<file path="src/sv/hgba_pkg.sv">
// package for the group-by aggregation table
// types, codes, hash constant and helpers; no dependencies
`timescale 1ns / 1ps

package hgba_pkg;

  localparam int unsigned TableDepthDefault = 1024;
  localparam int unsigned KeyWidthDefault   = 32;
  localparam int unsigned BucketsLog2Reset  = 10;
  localparam int unsigned BucketsLog2Min    = 4;
  localparam int unsigned HashShift         = 64;
  localparam logic [63:0] HashMul           = 64'h9E3779B97F4A7C15;
  localparam logic [31:0] CntMax            = 32'hFFFF_FFFF;

  typedef enum logic [1:0] {
    MODE_ACC   = 2'd0,
    MODE_READ  = 2'd1,
    MODE_CLEAR = 2'd2,
    MODE_NONE  = 2'd3
  } mode_t;

  typedef enum logic [1:0] {
    ST_ACCUMULATED = 2'd0,
    ST_SKIPPED     = 2'd1,
    ST_DROPPED     = 2'd2,
    ST_DONE        = 2'd3
  } status_t;

  typedef struct packed {
    logic [1:0]  mode;
    logic [31:0] key;
    logic        key_present;
    logic [31:0] value;
    logic        value_present;
    logic [9:0]  bucket;
  } in_word_t;

  typedef struct packed {
    logic [1:0]  status;
    logic        entry_used;
    logic [31:0] out_key;
    logic [31:0] out_row_count;
    logic [31:0] out_pair_count;
    logic [63:0] out_sum;
    logic [31:0] out_min;
    logic [31:0] out_max;
  } out_word_t;

  // aggregate carried by a group
  typedef struct packed {
    logic [31:0] row_count;
    logic [31:0] pair_count;
    logic [63:0] sum;
    logic [31:0] min;
    logic [31:0] max;
  } agg_t;

  function automatic logic [31:0] sat_inc(input logic [31:0] c);
    sat_inc = (c == CntMax) ? c : c + 32'd1;
  endfunction

endpackage

</file>
<file path="src/sv/hgba_cell.sv">
// one lane of the 16-bit partial-product chain used for the hash multiply
// depends on hgba_pkg
`timescale 1ns / 1ps

module hgba_cell
  import hgba_pkg::*;
(
  input  logic        clk,
  input  logic [63:0] acc_in,
  input  logic [15:0] key_part,
  input  logic [5:0]  shift,
  output logic [63:0] acc_out
);

  logic [63:0] prod;

  // 16 x 64 partial product, only bits below 2^64 matter
  assign prod = (64'(key_part) * HashMul) << shift;

  always_ff @(posedge clk) begin
    acc_out <= acc_in + prod;
  end

endmodule

</file>
<file path="config.mk">
export PLATFORM = sky130hd
export DESIGN_NAME = hgba_cell
export DESIGN_NICKNAME = d
export VERILOG_FILES = /design/src/sv/hgba_pkg.sv /design/src/sv/hgba_cell.sv
export SDC_FILE = /design/constraint.sdc
export NUM_CORES = 1
export LEC_CHECK = 0
export BUFFER_PORTS_ARGS = -buffer_cell sky130_fd_sc_hd__buf_2
export CAP_MARGIN = 30
export CORE_MARGIN = 2
export CORE_UTILIZATION = 40
export CTS_CLUSTER_DIAMETER = 80
export DETAILED_ROUTE_END_ITERATION = 10
export GPL_ROUTABILITY_DRIVEN = 0
export SYNTH_ARGS = -nofsm -noshare
export SYNTH_HDL_FRONTEND = slang
export SYNTH_SLANG_ARGS = --single-unit
</file>
<file path="constraint.sdc">
create_clock -name clk -period 10.3 [get_ports clk]
set_clock_uncertainty 0.05 [all_clocks]
set_input_delay 1.03 -clock clk [delete_from_list [all_inputs] [get_ports clk]]
set_output_delay 1.03 -clock clk [all_outputs]
set_load 0.1 [all_outputs]
</file>
==> results by group, run 1 <==
Critical path
  – Signal arrival time at the worst endpoint: approximately 10 ns
  – Data required, critical path: around 10 ns
  – Crit Path Class: in2reg
  – Max stage delay cell, worst path: sky130_fd_sc_hd__ha_2
  – Kind of start point of the critical path: primary input
  – Kind of end point of the critical path: register
  – Crit path max fanout: 7
  – Kind of cell adding the most delay to the critical path: adder cells
  – Total buffers and inverters traversed by the critical path: 5
  – Worst stage delay on the critical path: 0.53 ns

Timing
  – Sum of negative setup slack: 0 ns
  – Finish-stage setup viols: 0
  – Slew headroom: 0.343
  – Tightest Pin Transition: roughly 1 ns
  – Max Clock Freq: 0.101 GHz
  – Portion of the clock cycle consumed by the worst path in the final layout: 0.965
  – Final hold violations: 0
  – Post-layout min period: ~9.9 ns
  – Setup repair after global routing missed its margin: true
  – Number of pins exceeding their max-slew limit in the final report: 0

Routing
  – Final routed DRC violation total: 0
  – Number of DRC violations after detailed-routing iteration 0: between 1500 and 2000
  – Vias per std cell: approximately 5.6
  – Drt total wl: 78.5 mm
  – ANT nets after route: 0
  – Overall via count from detail_route: between 20000 and 25000
  – Wire length per cell: 21.1 microns
  – Initial DRT Pass Iterations: 7

Clocking
  – CTS H-Tree Depth: 3
  – Clock transition time at the flip-flop clock pins of the worst setup and hold paths: roughly 0.060 ns
  – Number of buffers inserted by hold repair at cts: 0
  – Clock root buffer master: sky130_fd_sc_hd__clkbuf_16
  – Clock tree from TritonCTS: yes
  – Buffers from clock root to sink, at most: 2
  – TritonCTS sink count: 64
  – Number of buffers created by CTS: 9

Finish
  – Footprint of the multi-input gates: roughly 20000 sq um
  – Biggest registers after layout: acc_out x64
  – Fraction of final layout cells with drive strength greater than 1: 0.157
  – Total non-filler cell area in the finished layout: approximately 26000 sq um
  – Number of fill cells: about 5800
  – Layout net count: between 3000 and 4000
  – N_diodes: 0
  – Combined flip-flop and latch cell area: around 1300 sq um
  – Fin cells: between 3000 and 4000
  – Synthesis-to-finish area growth: 12.1%
  – Largest reg by FF count: acc_out
  – Number of flip-flops in the largest register: 64

Synthesis
  – Share of the synthesized area in the top cell type: 0.282
  – Net Count, Synth: about 3500
  – Count of distinct cell types in the synthesized netlist: between 100 and 150
  – Number of synthesized flops with an enable pin: 0
  – Async set-reset flop share out of synthesis: 0
  – Dominant cell type by area after synthesis: sky130_fd_sc_hd__fa_1
  – Synth cell count leaders: sky130_fd_sc_hd__inv_1, sky130_fd_sc_hd__fa_1, sky130_fd_sc_hd__ha_1
  – Synth Flop Type: sky130_fd_sc_hd__dfxtp_1
  – Seq/Total Area, Yosys: 0.0545
  – Yosys synthesis warning count: 0
  – Leading post-synthesis cells by cell area: sky130_fd_sc_hd__fa_1, sky130_fd_sc_hd__ha_1, sky130_fd_sc_hd__inv_1
  – Number of instances in the synthesized netlist: about 2800
  – Most instantiated library cell after synthesis: sky130_fd_sc_hd__inv_1
  – Post-synth design cell area: between 20000 and 25000 sq um
  – Flip-flop and latch count after synthesis: 64
  – Avg Synthesized Cell Area: between 8 and 9 sq um

Die
  – Starting density of the core: 0.406
  – Area enclosed by the die boundary: slightly above 60000 sq um
  – Number of I/O pins: approximately 150
  – FP Rows: 88
  – Y dimension of the die: 246 microns
  – Die X-Extent: approximately 250 microns
  – Floorplan core area: between 50000 and 60000 sq um

GRT
  – Total global routing track utilization: 0.260
  – Antenna violations before repair: 0
  – Number of global-route vias before repair: roughly 21000
  – Sum of overflow across all layers after global routing: 0
  – Pin count of the biggest net entering global routing: between 70 and 80
  – Wire length of the first global-routing pass: around 120 mm

Placed design
  – Half-perimeter wire length after placement: 67.5 mm
  – Count of buffers inserted at the top-level ports: 150
  – Placed Instances: ~3700
  – Placement Cell Area: around 26000 sq um

Min path
  – Worst Hold Class: in2reg

Run
  – Max-cap violations: 0

Run status
  – Outcome: completed
==> cells by family (layout without fill, tap and decap cells) <==
logic type	count (synthesis)	in the layout	share of synthesized area
adders and majority gates	601	601	0.426
muxes	140	140	0.0723
xor gates and xnor gates	125	125	0.0475
DFF	64	64	0.0545
buffers and inverters	623	823	0.101
and+or+nand+nor	569	569	0.116
AOI/OAI and AO/OA	640	640	0.183
==> metrics by stage <==
| step | hold slack [ns] | util | worst slack [ns] |
|---|---|---|---|
| floorplan | 1.11 | - | 0.679 |
| detailed placement | 1.22 | 0.446 | -0.169 |
| finish | 0.856 | 0.455 | 0.361 |
| global placement | 1.23 | 0.446 | -0.0508 |
| CTS | 0.850 | 0.451 | 0.199 |
| global route | 0.858 | 0.455 | -0.0592 |
==> final cells by class <==
cell class / instances / area share
Clock inverter: 6 / 0.00347
Inverter: 510 / 0.0728
Timing Repair Buffer: 297 / 0.0709
Clock buffer: 10 / 0.00907
Multi-Input combinational cell: 2075 / 0.759
Sequential cell: 64 / 0.0486
Tap cell: 765 / 0.0363
==> cell usage in the layout (no fill, tap or decap), types with 19 or more instances in the layout <==
cell	instances
sky130_fd_sc_hd__nand2_1	174
sky130_fd_sc_hd__dfxtp_1	64
sky130_fd_sc_hd__mux2i_1	77
sky130_fd_sc_hd__nand3_1	42
sky130_fd_sc_hd__and3_1	19
sky130_fd_sc_hd__nor2_1	163
sky130_fd_sc_hd__a211oi_1	19
sky130_fd_sc_hd__nand4_1	32
sky130_fd_sc_hd__buf_2	150
sky130_fd_sc_hd__a21oi_1	182
sky130_fd_sc_hd__mux2_2	37
sky130_fd_sc_hd__xnor2_1	78
sky130_fd_sc_hd__o21bai_1	26
sky130_fd_sc_hd__o21a_1	35
sky130_fd_sc_hd__ha_1	265
sky130_fd_sc_hd__buf_4	146
sky130_fd_sc_hd__xor2_1	38
sky130_fd_sc_hd__o211ai_1	23
sky130_fd_sc_hd__inv_1	504
sky130_fd_sc_hd__a21o_1	54
sky130_fd_sc_hd__o21ai_0	110
sky130_fd_sc_hd__nor3_1	33
sky130_fd_sc_hd__fa_1	329
==> layer usage <==
| layer | part of all wire | vias up | GRT usage |
|---|---|---|---|
| li1 | - | 9688 | - |
| met1 | 0.43 | 10100 | 0.348 |
| met2 | 0.45 | 977 | 0.422 |
| met3 | 0.068 | 219 | 0.0264 |
| met4 | 0.055 | 0 | 0.124 |
| met5 | 0 | - | 0 |
==> final timing paths <==
kind         from           to  slack (ns)  cells after the start
max   key_part[3]  acc_out[57]        0.36                     36
min     acc_in[0]   acc_out[0]        0.86                      2
==> what timing repair did <==
| item | in CTS | in global routing |
|---|---|---|
| buffers inserted | 0 | 3 |
| endpoints found under the setup margin | 0 | 15 |
| gates resized for setup | 0 | 40 |
Power of run 1 is not shown: default switching activity piles up to over one toggle a cycle in this logic, so the estimate is an artifact.
==> inputs of run 2 (changes only) <==
--- a/config.mk
+++ b/config.mk
@@ -7,11 +7,12 @@
 export LEC_CHECK = 0
 export BUFFER_PORTS_ARGS = -buffer_cell sky130_fd_sc_hd__buf_2
 export CAP_MARGIN = 30
-export CORE_MARGIN = 2
 export CORE_UTILIZATION = 40
 export CTS_CLUSTER_DIAMETER = 80
 export DETAILED_ROUTE_END_ITERATION = 10
 export GPL_ROUTABILITY_DRIVEN = 0
+export RECOVER_POWER = 25
+export SETUP_SLACK_MARGIN = 0.5
 export SYNTH_ARGS = -nofsm -noshare
 export SYNTH_HDL_FRONTEND = slang
 export SYNTH_SLANG_ARGS = --single-unit
==> results by group, run 2 (synthesis gave the netlist of run 1 again) <==
Critical path
  – Most frequent CP cell: sky130_fd_sc_hd__fa_1
  – Kind of end point of the critical path: register (unchanged)
  – Max stage delay cell, worst path: sky130_fd_sc_hd__fa_2 (was sky130_fd_sc_hd__ha_2)
  – Signal arrival time at the worst endpoint: 9.91 ns (was 10.12 ns)
  – Data required, critical path: 10.48 ns (about the same)
  – Worst stage delay on the critical path: 0.62 ns (was 0.53 ns)
  – Crit path max fanout: 5 (was 7)
  – Kind of start point of the critical path: primary input (unchanged)
  – Crit Path Class: in2reg (unchanged)

Clocking
  – CTS H-Tree Depth: 3 (unchanged)
  – Clock tree from TritonCTS: yes (unchanged)
  – Number of buffers created by CTS: 9 (unchanged)
  – Clock root buffer master: sky130_fd_sc_hd__clkbuf_16 (unchanged)
  – TritonCTS sink count: 64 (unchanged)
  – Clock transition time at the flip-flop clock pins of the worst setup and hold paths: 0.06 ns (about the same)
  – Buffers from clock root to sink, at most: 2 (unchanged)

Routing
  – Wire length per cell: 21.4 microns (was 21.1 microns)
  – Final routed DRC violation total: 0 (unchanged)
  – Drt total wl: 80.4 mm (was 78.5 mm)
  – ANT nets after route: 0 (unchanged)
  – Vias per std cell: 5.63 (was 5.64)
  – Initial DRT Pass Iterations: 7 (unchanged)
  – Number of DRC violations after detailed-routing iteration 0: 1759 (was 1637)
  – Overall via count from detail_route: 21100 (was 21000)

Finish
  – Number of flip-flops in the largest register: 64 (unchanged)
  – Number of fill cells: 5627 (was 5779)
  – Finished Core Util: 0.468 (was 0.455)
  – Largest reg by FF count: acc_out (unchanged)
  – N_diodes: 0 (unchanged)
  – Synthesis-to-finish area growth: 15.2% (was 12.1%)
  – Layout net count: 3672 (was 3645)
  – Leading cell types in the layout, fill and taps excluded: sky130_fd_sc_hd__inv_1, sky130_fd_sc_hd__fa_1, sky130_fd_sc_hd__ha_1 (unchanged)
  – Fin cells: 3752 (was 3727)
  – Most common cell after layout, fill and taps aside: sky130_fd_sc_hd__inv_1 (unchanged)
  – Biggest registers after layout: acc_out x64 (unchanged)
  – Fraction of final layout cells with drive strength greater than 1: 0.187 (was 0.157)

GRT
  – Pin count of the biggest net entering global routing: 77 (was 76)
  – Total global routing track utilization: 0.264 (was 0.260)
  – Wire length of the first global-routing pass: 122 mm (about the same)
  – Sum of overflow across all layers after global routing: 0 (unchanged)
  – Antenna violations before repair: 0 (unchanged)
  – Number of global-route vias before repair: 21100 (was 21400)

Die
  – FP Rows: 88 (unchanged)
  – Die X-Extent: 244 microns (was 246 microns)
  – Floorplan core area: 57800 sq um (was 57900 sq um)
  – Number of I/O pins: 151 (unchanged)
  – Starting density of the core: 0.406 (about the same)
  – Area enclosed by the die boundary: 59700 sq um (was 60700 sq um)
  – Y dimension of the die: 244 microns (was 246 microns)

Run status
  – Outcome: completed (unchanged)

Timing
  – Hold slack final: 0.869 ns (was 0.856 ns)
  – Setup repair after global routing missed its margin: true (unchanged)
  – Tightest Pin Transition: 1.19 ns (was 0.982 ns)
  – Post-layout min period: 9.73 ns (was 9.94 ns)
  – Portion of the clock cycle consumed by the worst path in the final layout: 0.945 (was 0.965)
  – Slew headroom: 0.212 (was 0.343)
  – Finish-stage setup viols: 0 (unchanged)
  – Max Clock Freq: 0.103 GHz (was 0.101 GHz)
  – Number of pins exceeding their max-slew limit in the final report: 0 (unchanged)
  – Final hold violations: 0 (unchanged)

Min path
  – Hold Path Stages: 2 (unchanged)
  – Worst Hold Class: in2reg (unchanged)
  – Worst-case hold path end point: acc_out[0] (unchanged)
  – Launch instance of the worst min-delay path: acc_in[0] (unchanged)

Placed design
  – Half-perimeter wire length after placement: 68.4 mm (was 67.5 mm)
  – Count of buffers inserted at the top-level ports: 150 (unchanged)
  – Placed Instances: 3715 (was 3707)

Run
  – Max-cap violations: 0 (unchanged)
-- run 2: cell count changes in the layout (fill, tap and decap cells not counted), moves of 5 or more --
| cell | change |
|---|---|
| sky130_fd_sc_hd__o21ai_2 | +7 |
| sky130_fd_sc_hd__clkbuf_1 | +32 |
| sky130_fd_sc_hd__nor2_1 | -5 |
| sky130_fd_sc_hd__a21oi_2 | +22 |
| sky130_fd_sc_hd__ha_4 | +13 |
| sky130_fd_sc_hd__o21ai_0 | -17 |
| sky130_fd_sc_hd__ha_1 | -24 |
| sky130_fd_sc_hd__ha_2 | +11 |
| sky130_fd_sc_hd__nor2_2 | +5 |
| sky130_fd_sc_hd__o21ai_1 | +9 |
| sky130_fd_sc_hd__buf_2 | -32 |
| sky130_fd_sc_hd__a21oi_1 | -24 |
| sky130_fd_sc_hd__buf_4 | +24 |
-- run 2: layout make-up --
type | count | area [sq um] | share of cell area
multi-input cells | 2075 | 20600 | 0.761
well taps | 765 | 957 | 0.0354
clock inverters | 3 | 42.5 | 0.00157
repair buffers | 324 | 2030 | 0.0748
clock buffers | 11 | 253 | 0.00934
inverters | 510 | 1920 | 0.0709
flip-flops and latches | 64 | 1280 | 0.0473
-- run 2: what timing repair did --
| action | 4_1_cts | 5_1_grt |
|---|---|---|
| hold buffers | 0 | 0 |
| endpoints found under the setup margin | 9 | 21 |
| setup buffers | 0 | 22 |
| pin swaps | 1 | 32 |
| gates resized for setup | 15 | 164 |
-- run 2: worst max path at each step --
| stage | from | endpoint | slack, ns |
|---|---|---|---|
| 6_report | key_part[6] | acc_out[63] | 0.57 |
| 5_1_grt | key_part[6] | acc_out[63] | 0.37 |
| 4_1_cts | key_part[4] | acc_out[60] | 0.50 |
| 3_5_place_dp | key_part[3] | acc_out[57] | -0.17 |
| 3_3_place_gp | key_part[3] | acc_out[63] | -0.09 |
| 2_1_floorplan | key_part[14] | acc_out[63] | 0.68 |
-- run 2: routing by layer --
layer  GRT usage  wire length (microns)  vias to the layer above
met5           0                      0                        -
met4       0.134                   4680                        0
met3      0.0335                   5410                      208
met2       0.431                  36500                      992
met1       0.342                  33800                    10200
li1            -                      -                     9726
-- run 2: per-stage QoR --
step / TNS, ns / setup WS [ns] / cell area, sq um
final: 0 / 0.568 / 27100
after global routing: 0 / 0.368 / 27100
after CTS: 0 / 0.502 / 26200
after detailed placement: -0.528 / -0.172 / 25900
after global placement: -0.124 / -0.0908 / 25900
after floorplan: 0 / 0.679 / 23500
-- run 2: critical path: cells and delay by family --
family | cells | cell delay [ns]
AO/OA/AOI/OAI | 16 | 2.61
XOR/XNOR | 2 | 0.33
adder cells (fa/ha/maj) | 8 | 3.81
buffers and inverters | 8 | 0.99
multiplexers | 2 | 0.74
AND/OR/NAND/NOR | 2 | 0.38
Power of run 2 is left out for the same reason.
==> inputs of run 3 (changes only) <==
--- a/config.mk
+++ b/config.mk
@@ -5,6 +5,7 @@
 export SDC_FILE = /design/constraint.sdc
 export NUM_CORES = 1
 export LEC_CHECK = 0
+export ABC_AREA = 1
 export BUFFER_PORTS_ARGS = -buffer_cell sky130_fd_sc_hd__buf_2
 export CAP_MARGIN = 30
 export CORE_UTILIZATION = 40
==> results by group, run 3 <==
Die
  – Die X-Extent: 255 microns (was 244 microns)
  – Y dimension of the die: 255 microns (was 244 microns)
  – Starting density of the core: 0.405 (was 0.406)
  – Number of I/O pins: 151 (unchanged)
  – Floorplan core area: 63100 sq um (was 57800 sq um)
  – Area enclosed by the die boundary: 64900 sq um (was 59700 sq um)
  – FP Rows: 92 (was 88)

Synthesis
  – Number of instances in the synthesized netlist: 3859 (was 2762)
  – Post-synth design cell area: 25600 sq um (was 23500 sq um)
  – Flip-flop and latch count after synthesis: 64 (unchanged)
  – Most instantiated library cell after synthesis: sky130_fd_sc_hd__nand2_1 (was sky130_fd_sc_hd__inv_1)
  – Dominant cell type by area after synthesis: sky130_fd_sc_hd__fa_1 (unchanged)
  – Synth cell count leaders: sky130_fd_sc_hd__nand2_1, sky130_fd_sc_hd__inv_1, sky130_fd_sc_hd__nand3_1 (was sky130_fd_sc_hd__inv_1, sky130_fd_sc_hd__fa_1, sky130_fd_sc_hd__ha_1)
  – Number of synthesized flops with an enable pin: 0 (unchanged)
  – Synth Flop Type: sky130_fd_sc_hd__dfxtp_1 (unchanged)
  – Avg Synthesized Cell Area: 6.62 sq um (was 8.50 sq um)
  – Leading post-synthesis cells by cell area: sky130_fd_sc_hd__fa_1, sky130_fd_sc_hd__nand2_1, sky130_fd_sc_hd__ha_1 (was sky130_fd_sc_hd__fa_1, sky130_fd_sc_hd__ha_1, sky130_fd_sc_hd__inv_1)
  – Yosys synthesis warning count: 0 (unchanged)
  – Count of distinct cell types in the synthesized netlist: 57 (was 110)
  – Net Count, Synth: 4547 (was 3450)
  – Async set-reset flop share out of synthesis: 0 (unchanged)
  – Share of the synthesized area in the top cell type: 0.259 (was 0.282)
  – Seq/Total Area, Yosys: 0.0501 (was 0.0545)

Critical path
  – Crit path max fanout: 7 (was 5)
  – Kind of end point of the critical path: register (unchanged)
  – Data required, critical path: 10.50 ns (was 10.48 ns)
  – Worst stage delay on the critical path: 0.63 ns (was 0.62 ns)
  – Kind of start point of the critical path: primary input (unchanged)
  – Max stage delay cell, worst path: sky130_fd_sc_hd__fa_2 (unchanged)
  – Most frequent CP cell: sky130_fd_sc_hd__nand2_1 (was sky130_fd_sc_hd__fa_1)
  – Signal arrival time at the worst endpoint: 9.78 ns (was 9.91 ns)
  – Crit Path Class: in2reg (unchanged)

Timing
  – Slew headroom: 0.216 (was 0.212)
  – Portion of the clock cycle consumed by the worst path in the final layout: 0.929 (was 0.945)
  – Final hold violations: 0 (unchanged)
  – Setup repair after global routing missed its margin: false (was true)
  – Sum of negative setup slack: 0 ns (unchanged)
  – Post-layout min period: 9.57 ns (was 9.73 ns)
  – Tightest Pin Transition: 1.18 ns (was 1.19 ns)
  – Finish-stage setup viols: 0 (unchanged)
  – Number of pins exceeding their max-slew limit in the final report: 0 (unchanged)
  – Max Clock Freq: 0.104 GHz (was 0.103 GHz)

GRT
  – Met3 layer usage reported by global route: 0.0752 (was 0.0335)
  – Total global routing track utilization: 0.287 (was 0.264)
  – Antenna violations before repair: 2 (was 0)
  – GRT met1 Usage: 0.393 (was 0.342)
  – Pin count of the biggest net entering global routing: 74 (was 77)
  – Sum of overflow across all layers after global routing: 0 (unchanged)
  – Wire length of the first global-routing pass: 141 mm (was 122 mm)
  – GRT met2 Usage: 0.457 (was 0.431)
  – Most utilized layer in the global route result: met2 (unchanged)
  – Number of global-route vias before repair: 24600 (was 21100)

Run
  – Max-cap violations: 0 (unchanged)

Routing
  – Number of DRC violations after detailed-routing iteration 0: 2458 (was 1759)
  – Overall via count from detail_route: 25200 (was 21100)
  – Final routed DRC violation total: 0 (unchanged)
  – Initial DRT Pass Iterations: 6 (was 7)
  – ANT nets after route: 0 (unchanged)
  – Drt total wl: 91.4 mm (was 80.4 mm)
  – Vias per std cell: 5.18 (was 5.63)
  – Wire length per cell: 18.8 microns (was 21.4 microns)

Finish
  – Leading cell types in the layout, fill and taps excluded: sky130_fd_sc_hd__nand2_1, sky130_fd_sc_hd__inv_1, sky130_fd_sc_hd__nand3_1 (was sky130_fd_sc_hd__inv_1, sky130_fd_sc_hd__fa_1, sky130_fd_sc_hd__ha_1)
  – Biggest registers after layout: acc_out x64 (unchanged)
  – Total non-filler cell area in the finished layout: 27800 sq um (was 27100 sq um)
  – Number of flip-flops in the largest register: 64 (unchanged)
  – Fraction of final layout cells with drive strength greater than 1: 0.0813 (was 0.187)
  – Largest reg by FF count: acc_out (unchanged)
  – N_diodes: 0 (unchanged)
  – Synthesis-to-finish area growth: 8.75% (was 15.2%)
  – Most common cell after layout, fill and taps aside: sky130_fd_sc_hd__nand2_1 (was sky130_fd_sc_hd__inv_1)
  – Layout net count: 4695 (was 3672)

Clocking
  – Number of buffers created by CTS: 9 (unchanged)
  – Clock transition time at the flip-flop clock pins of the worst setup and hold paths: 0.06 ns (about the same)
  – TritonCTS sink count: 64 (unchanged)
  – Buffers from clock root to sink, at most: 2 (unchanged)
  – Clock root buffer master: sky130_fd_sc_hd__clkbuf_16 (unchanged)
  – Clock tree from TritonCTS: yes (unchanged)
  – CTS H-Tree Depth: 3 (unchanged)
  – Number of buffers inserted by hold repair at cts: 0 (unchanged)

Placed design
  – Half-perimeter wire length after placement: 79.7 mm (was 68.4 mm)
  – Count of buffers inserted at the top-level ports: 150 (unchanged)
  – Placement Cell Area: 27500 sq um (was 25900 sq um)

Min path
  – Worst Hold Class: in2reg (unchanged)

Run status
  – Outcome: completed (unchanged)
run 3: changes by cell type after synthesis, moves of 74 or more:
cell                      previous run  this run
sky130_fd_sc_hd__nand2_1           174       981
sky130_fd_sc_hd__inv_1             506       875
sky130_fd_sc_hd__nand3_1            42       359
sky130_fd_sc_hd__mux2i_1            81         5
sky130_fd_sc_hd__nor2_1            163       237
run 3: through the flow:
step,util,std cells,hold WS (ns),setup WS (ns)
detailed placement,0.435,4834,1.21,0.316
CTS,0.440,4850,0.848,0.668
global route,0.441,4858,0.869,0.500
finish,0.441,4858,0.856,0.728
global placement,0.435,4833,1.21,0.359
floorplan,-,3859,1.11,2.08
run 3: area by class of cell:
type | count | area [sq um]
fill | 6856 | 35300
multi-input combinational | 2826 | 20600
inverter | 892 | 3350
sequential | 64 | 1280
timing repair buffer | 214 | 1200
tap | 846 | 1060
clock buffer | 9 | 225
clock inverter | 7 | 48.8
run 3: repair_timing:
item | CTS | global route
setup endpoints to repair | 0 | 13
resized for setup | 0 | 17
buffers inserted | 0 | 8
run 3: worst max-delay path, delay by kind of cell:
kind | cells | cell delay (ns)
XOR/XNOR | 1 | 0.24
buffers and inverters | 8 | 1.24
adder cells (fa/ha/maj) | 8 | 3.69
AND/OR/NAND/NOR | 18 | 2.64
AO/OA/AOI/OAI | 3 | 0.94
run 3: final timing paths:
kind | start | to | slack (ns) | cells past startpoint
max | key_part[6] | acc_out[32] | 0.73 | 38
min | acc_in[0] | acc_out[0] | 0.86 | 2
run 3: routing by layer:
| metal | part of all wire | wire length, microns | vias to the layer above |
|---|---|---|---|
| met5 | 0.0012 | 108 | - |
| met4 | 0.017 | 1520 | 6 |
| met3 | 0.10 | 9170 | 120 |
| met2 | 0.44 | 40600 | 1040 |
| met1 | 0.44 | 40000 | 11800 |
| li1 | - | - | 12200 |
run 3: logic make-up (layout without fill, tap and decap cells):
group	count (synthesis)	after routing	synth area share
buffers and inverters	969	1122	0.145
AOI/OAI and AO/OA	383	383	0.0846
muxes	5	5	0.00196
DFF	64	64	0.0501
xor gates and xnor gates	98	98	0.0342
and+or+nand+nor	1739	1739	0.293
adders and majority gates	601	601	0.391
Power of run 3 is left out for the same reason.
